`src/design/refbp_pkg.sv`:
```
// ----------------------------------------------------------------------------
// refbp_pkg
// Shared types and constants for the reference-counted buffer pool: operation
// and status codes, controller states and the controller/datapath interface.
// ----------------------------------------------------------------------------
`default_nettype none

package refbp_pkg;

    // Fixed widths of the request and result fields.
    localparam int OP_W      = 3;
    localparam int IDX_W     = 10;
    localparam int CHAN_IN_W = 8;
    localparam int STATUS_W  = 3;
    localparam int REL_CNT_W = 11;

    // Default pool configuration.
    localparam int DEF_NUM_SLOTS    = 1024;
    localparam int DEF_CHANNEL_BITS = 8;
    localparam int DEF_COUNT_BITS   = 16;

    typedef enum logic [OP_W-1:0] {
        OP_ALLOC = 3'd0,
        OP_FREE  = 3'd1,
        OP_GET   = 3'd2,
        OP_PUT   = 3'd3,
        OP_CLEAR = 3'd4
    } t_op;

    typedef enum logic [STATUS_W-1:0] {
        STAT_OK            = 3'd0,
        STAT_OUT_OF_BUFS   = 3'd1,
        STAT_COUNT_ZERO    = 3'd2,
        STAT_NOT_ALLOCATED = 3'd3,
        STAT_OVERFLOW      = 3'd4
    } t_status;

    typedef enum logic [1:0] {
        S_IDLE  = 2'd0,
        S_EXEC  = 2'd1,
        S_SWEEP = 2'd2
    } t_state;

    // Commands from the controller to the datapath.
    typedef struct packed {
        logic load;    // request transfer: capture fields, issue slot read
        logic exec;    // apply a single-slot operation and load the result
        logic scan;    // advance the clear-channel sweep by one slot
        logic finish;  // load the clear-channel result
    } t_dp_cmd;

    // Status from the datapath to the controller.
    typedef struct packed {
        logic clear_req;  // the offered request is a clear-channel
        logic scan_done;  // sweep has read and evaluated every touched slot
        logic out_free;   // result register can take a new result this cycle
    } t_dp_stat;

endpackage

`default_nettype wire

```
`src/design/refbp_ctrl.sv`:
```
// ----------------------------------------------------------------------------
// refbp_ctrl
// Controller for the buffer pool: sequences request capture, single-slot
// execution and the clear-channel sweep.
// ----------------------------------------------------------------------------
`default_nettype none

module refbp_ctrl (
    input  wire                  i_clk,
    input  wire                  i_rst_n,
    input  wire                  i_in_valid,
    output logic                 o_in_ready,
    input  refbp_pkg::t_dp_stat  i_stat,
    output refbp_pkg::t_dp_cmd   o_cmd
);

    refbp_pkg::t_state r_state;
    refbp_pkg::t_state n_state;

    always_ff @(posedge i_clk) begin
        if (!i_rst_n) begin
            r_state <= refbp_pkg::S_IDLE;
        end else begin
            r_state <= n_state;
        end
    end

    always_comb begin
        n_state = r_state;
        case (r_state)
            refbp_pkg::S_IDLE: begin
                if (i_in_valid) begin
                    n_state = i_stat.clear_req ? refbp_pkg::S_SWEEP : refbp_pkg::S_EXEC;
                end
            end
            refbp_pkg::S_EXEC: begin
                if (i_stat.out_free) begin
                    n_state = refbp_pkg::S_IDLE;
                end
            end
            refbp_pkg::S_SWEEP: begin
                if (i_stat.scan_done && i_stat.out_free) begin
                    n_state = refbp_pkg::S_IDLE;
                end
            end
            default: begin
                n_state = refbp_pkg::S_IDLE;
            end
        endcase
    end

    always_comb begin
        o_in_ready   = 1'b0;
        o_cmd        = '0;
        case (r_state)
            refbp_pkg::S_IDLE: begin
                o_in_ready = 1'b1;
                o_cmd.load = i_in_valid;
            end
            refbp_pkg::S_EXEC: begin
                o_cmd.exec = i_stat.out_free;
            end
            refbp_pkg::S_SWEEP: begin
                o_cmd.scan   = 1'b1;
                o_cmd.finish = i_stat.scan_done && i_stat.out_free;
            end
            default: begin
                o_in_ready = 1'b0;
            end
        endcase
    end

endmodule

`default_nettype wire

```
`config.mk`:
```
export PLATFORM = sky130hd
export DESIGN_NAME = refbp_ctrl
export DESIGN_NICKNAME = d
export VERILOG_FILES = /design/src/design/refbp_pkg.sv /design/src/design/refbp_ctrl.sv
export SDC_FILE = /design/constraint.sdc
export NUM_CORES = 1
export LEC_CHECK = 0
export ABC_AREA = 1
export BUFFER_PORTS_ARGS = -buffer_cell sky130_fd_sc_hd__buf_2
export CAP_MARGIN = 20
export CORE_AREA = 2 2 39 41
export CTS_CLUSTER_DIAMETER = 60
export CTS_CLUSTER_SIZE = 10
export DETAILED_ROUTE_END_ITERATION = 10
export DIE_AREA = 0 0 41 43
export PLACE_DENSITY = 0.37
export SLEW_MARGIN = 25
export SYNTH_ARGS = -nofsm -noshare
export SYNTH_HDL_FRONTEND = slang
export SYNTH_SLANG_ARGS = --single-unit
```
`constraint.sdc`:
```
create_clock -name i_clk -period 1.9 [get_ports i_clk]
set_clock_uncertainty 0.1 [all_clocks]
set_input_delay 0.19 -clock i_clk [delete_from_list [all_inputs] [get_ports i_clk]]
set_output_delay 0.19 -clock i_clk [all_outputs]
set_load 0.05 [all_outputs]
```
# Word level (Yosys, flattened, before mapping)
# Cells that the tools add are included.
# op_classes
n_eq_ne	5
muxes	9
reduce_logical	3
# ops
op	n
$mux W2	5
$ne A2 B2 Y1 const B	3
$pmux W2 S3	1
$mux W1	3
$reduce_and A3 Y1	1
$eq A2 B1 Y1 const B	1
$eq A2 B2 Y1 const B	1
$logic_not A2 Y1	1
$logic_and A1 B1 Y1	1
# word_totals
register_bits	2
inputBits	6
out_inout_bits	5
wordCells	18

# Longest topological paths before layout
# logic_depth
depth_word	3
mapped_depth	5
depth_no_buf	5

# Worst setup path after synthesis
# No wires, ideal clock.
# synth_path
kind	register to output
start	register r_state[0]
end	output o_cmd[2] (netlist name)
arrival_ns	1.560
slack_ns	0.050
path_stages_with_launch	3
n_path_buf	0
cell_sequence	dfxtp_1 > inv_1 > nor3_1
# synth_lines
item	line_no	source
from (decl)	refbp_ctrl.sv:17	refbp_pkg::t_state r_state;
from (signal assigned)	refbp_ctrl.sv:22	r_state <= refbp_pkg::S_IDLE;
from (signal assigned)	refbp_ctrl.sv:24	r_state <= n_state;
to (decl)	refbp_ctrl.sv:14	output refbp_pkg::t_dp_cmd o_cmd

==> out/metrics.yaml <==
outcome: "finished clean"
min-delay-start: "i_rst_n"
yosysSeqAreaShare: 0.278
antenna_found_initial: 0
cts_sinks: 2
cts_made_buffers: 3
wirelength_um: 391
die_x_um: 41
worst_pin_slew_ns: 0.250
cp_cell_sequence: "inv_1, nor3_1, buf_2"
num_vias: 183
slew_violations: 0
dieArea_mm2: 0.00176
synth_ff_type: "dfxtp_1"
synth.largest_area_cell: "dfxtp_1"
drv_cap: 0
h-tree-depth: 1
final_util: 0.171
start_util: 0.104
critPathBufInv: 2
worstSetupStartpointType: "flip-flop"
cts_tree: "done"
fin_nets: 45
ctsResizeCount: 0
rsz0062_at_grt: "no"
critical_path_arrival_ns: 1.20
synth_common_cells: "inv_1 (6), nand2_1 (4), nor3_1 (3)"
dpl.hpwl_um: 336
cts-root-buf: "clkbuf_4"
drive_gt1_frac: 0.486
syn_nets: 30
synth_cells: 24
crit_family: "flip-flops"
grt_max_degree: 7
p_leak_uw: 0.000132
antenna_cells: 0
io_buffers: 10
largest_reg_flops: 2
path_clk_slew_ns: 0.03
synth_area_leaders: "dfxtp_1 (28%), inv_1 (16%), nor3_1 (10%)"
critPathSlowestCell: "dfxtp_1"
wl_per_cell_um: 7.38
yosys_warnings: 0
crit_type: "reg2out"
synth_cell_types: 11
ir_drop_mv: 0.171
final_antenna_net_count: 0
die_h_um: 43
yosysTopAreaCellShare: 0.278
finalSetupTns_ns: 0
reg2regPathDepth: 5
core_area_mm2: 0.00138
drcViolationCount: 0
cp_max_fo: 6
top_register: "r_state"
synth.avg_cell_area_um2: 6.00
reg_top3: "r_state (2)"
reg2reg_slack_ns: 0.93
io_pins: 11
syn_area_um2: 144
required_ns: 1.61
setup_viol: 0
grt_pass1_wl_um: 621
grt_pass1_vias: 180
drtPass1Iterations: 4
ys_seq_elements: 2
insertion_delay_ns: 0.22
holdPathStages: 3
seq_area_um2: 40.0
r2r-end: "r_state[0]"
drtIter0Drc: 6
synth_enable_flop_cells: 0
slew_headroom: 0.835
gr-total-overflow: 0
multi_input_area_um2: 77.6
crit_path_end_kind: "primary output"
rr_startpoint: "r_state[1]"
fin_crit_sh: 0.786
post_cts_buffers: 0
area_growth_pct: 64.3
fmax_mhz: 669
num_rows: 14
cts.path.max_buffers: 2
grt.total_usage: 0.0591
vias_per_cell: 3.45
worstHoldEndpoint: "r_state[1]"
hold_class: "in2reg"
fin_crit_ns: 1.49
cellPowerDensity_mw_per_mm2: 868
fillCellCount: 163
cp_slowest_stage_delay_ns: 0.43
ctsHoldBuffers: 0
finalHoldViolCount: 0
gp_congestion: 0.660
synthArstFlopShare: 0
synth.most_common_cell: "inv_1"
==> layout by cell type, fill, tap and decap left out <==
| cell | instances |
|---|---|
| inv_1 | 6 |
| nor2_2 | 2 |
| dfxtp_1 | 2 |
| nor2_1 | 1 |
| nand2_2 | 1 |
| nand3_1 | 2 |
| buf_2 | 10 |
| inv_2 | 1 |
| nand4_1 | 1 |
| clkbuf_4 | 3 |
| nand2_1 | 4 |
| a21oi_2 | 1 |
| nor3_1 | 3 |
==> cell families after synthesis <==
logic type,count (synthesis),synth area share
and+or+nand+nor,14,0.478
buffers and inverters,7,0.183
DFF,2,0.278
AOI/OAI and AO/OA,1,0.0609
==> worst max path at each step <==
stage	slack (ns)	cells past startpoint	from	end
after floorplan	0.05	2	r_state[0]	o_cmd[2]
after global placement	0.66	3	r_state[1]	o_cmd[0]
after detailed placement	0.64	3	r_state[0]	o_cmd[2]
after CTS	0.40	3	r_state[0]	o_cmd[2]
after global routing	0.32	3	r_state[0]	o_cmd[2]
final	0.41	3	r_state[0]	o_cmd[2]
==> where the power goes <==
group	leakage (µW)	switching, µW	internal [µW]
clock	0.0000138	22.1	69.5
combinational	0.000102	46.0	17.5
sequential	0.0000164	4.86	45.5
total	0.000132	72.9	132
==> routing by layer <==
| layer | share of wire | vias up | track usage |
|---|---|---|---|
| met3 | 0.095 | 0 | 0.0314 |
| met1 | 0.44 | 78 | 0.0541 |
| met2 | 0.47 | 6 | 0.0750 |
| li1 | - | 99 | - |
| met5 | 0 | - | 0 |
| met4 | 0 | 0 | 0.0800 |
==> cell type report <==
class	instances	share of cell area
multi-input combinational	15	0.328
timing repair buffer	10	0.212
tap	16	0.0847
clock buffer	3	0.0952
inverter	7	0.111
sequential	2	0.169
==> worst min-delay path: stages <==
cell,delay (ns)
buf_2,0.11
inv_1,0.06
a21oi_2,0.03
==> through the flow <==
step	std cells	setup WS [ns]	area (µm²)	hold slack, ns	total power (µW)
after floorplan	24	0.0499	144	0.212	98.2
after CTS	53	0.402	236	0.0994	211
after global routing	53	0.317	236	0.111	219
after global placement	50	0.662	214	0.335	116
after detailed placement	50	0.635	214	0.334	115
final	53	0.406	236	0.107	205
(Power assumes the default switching activity.)
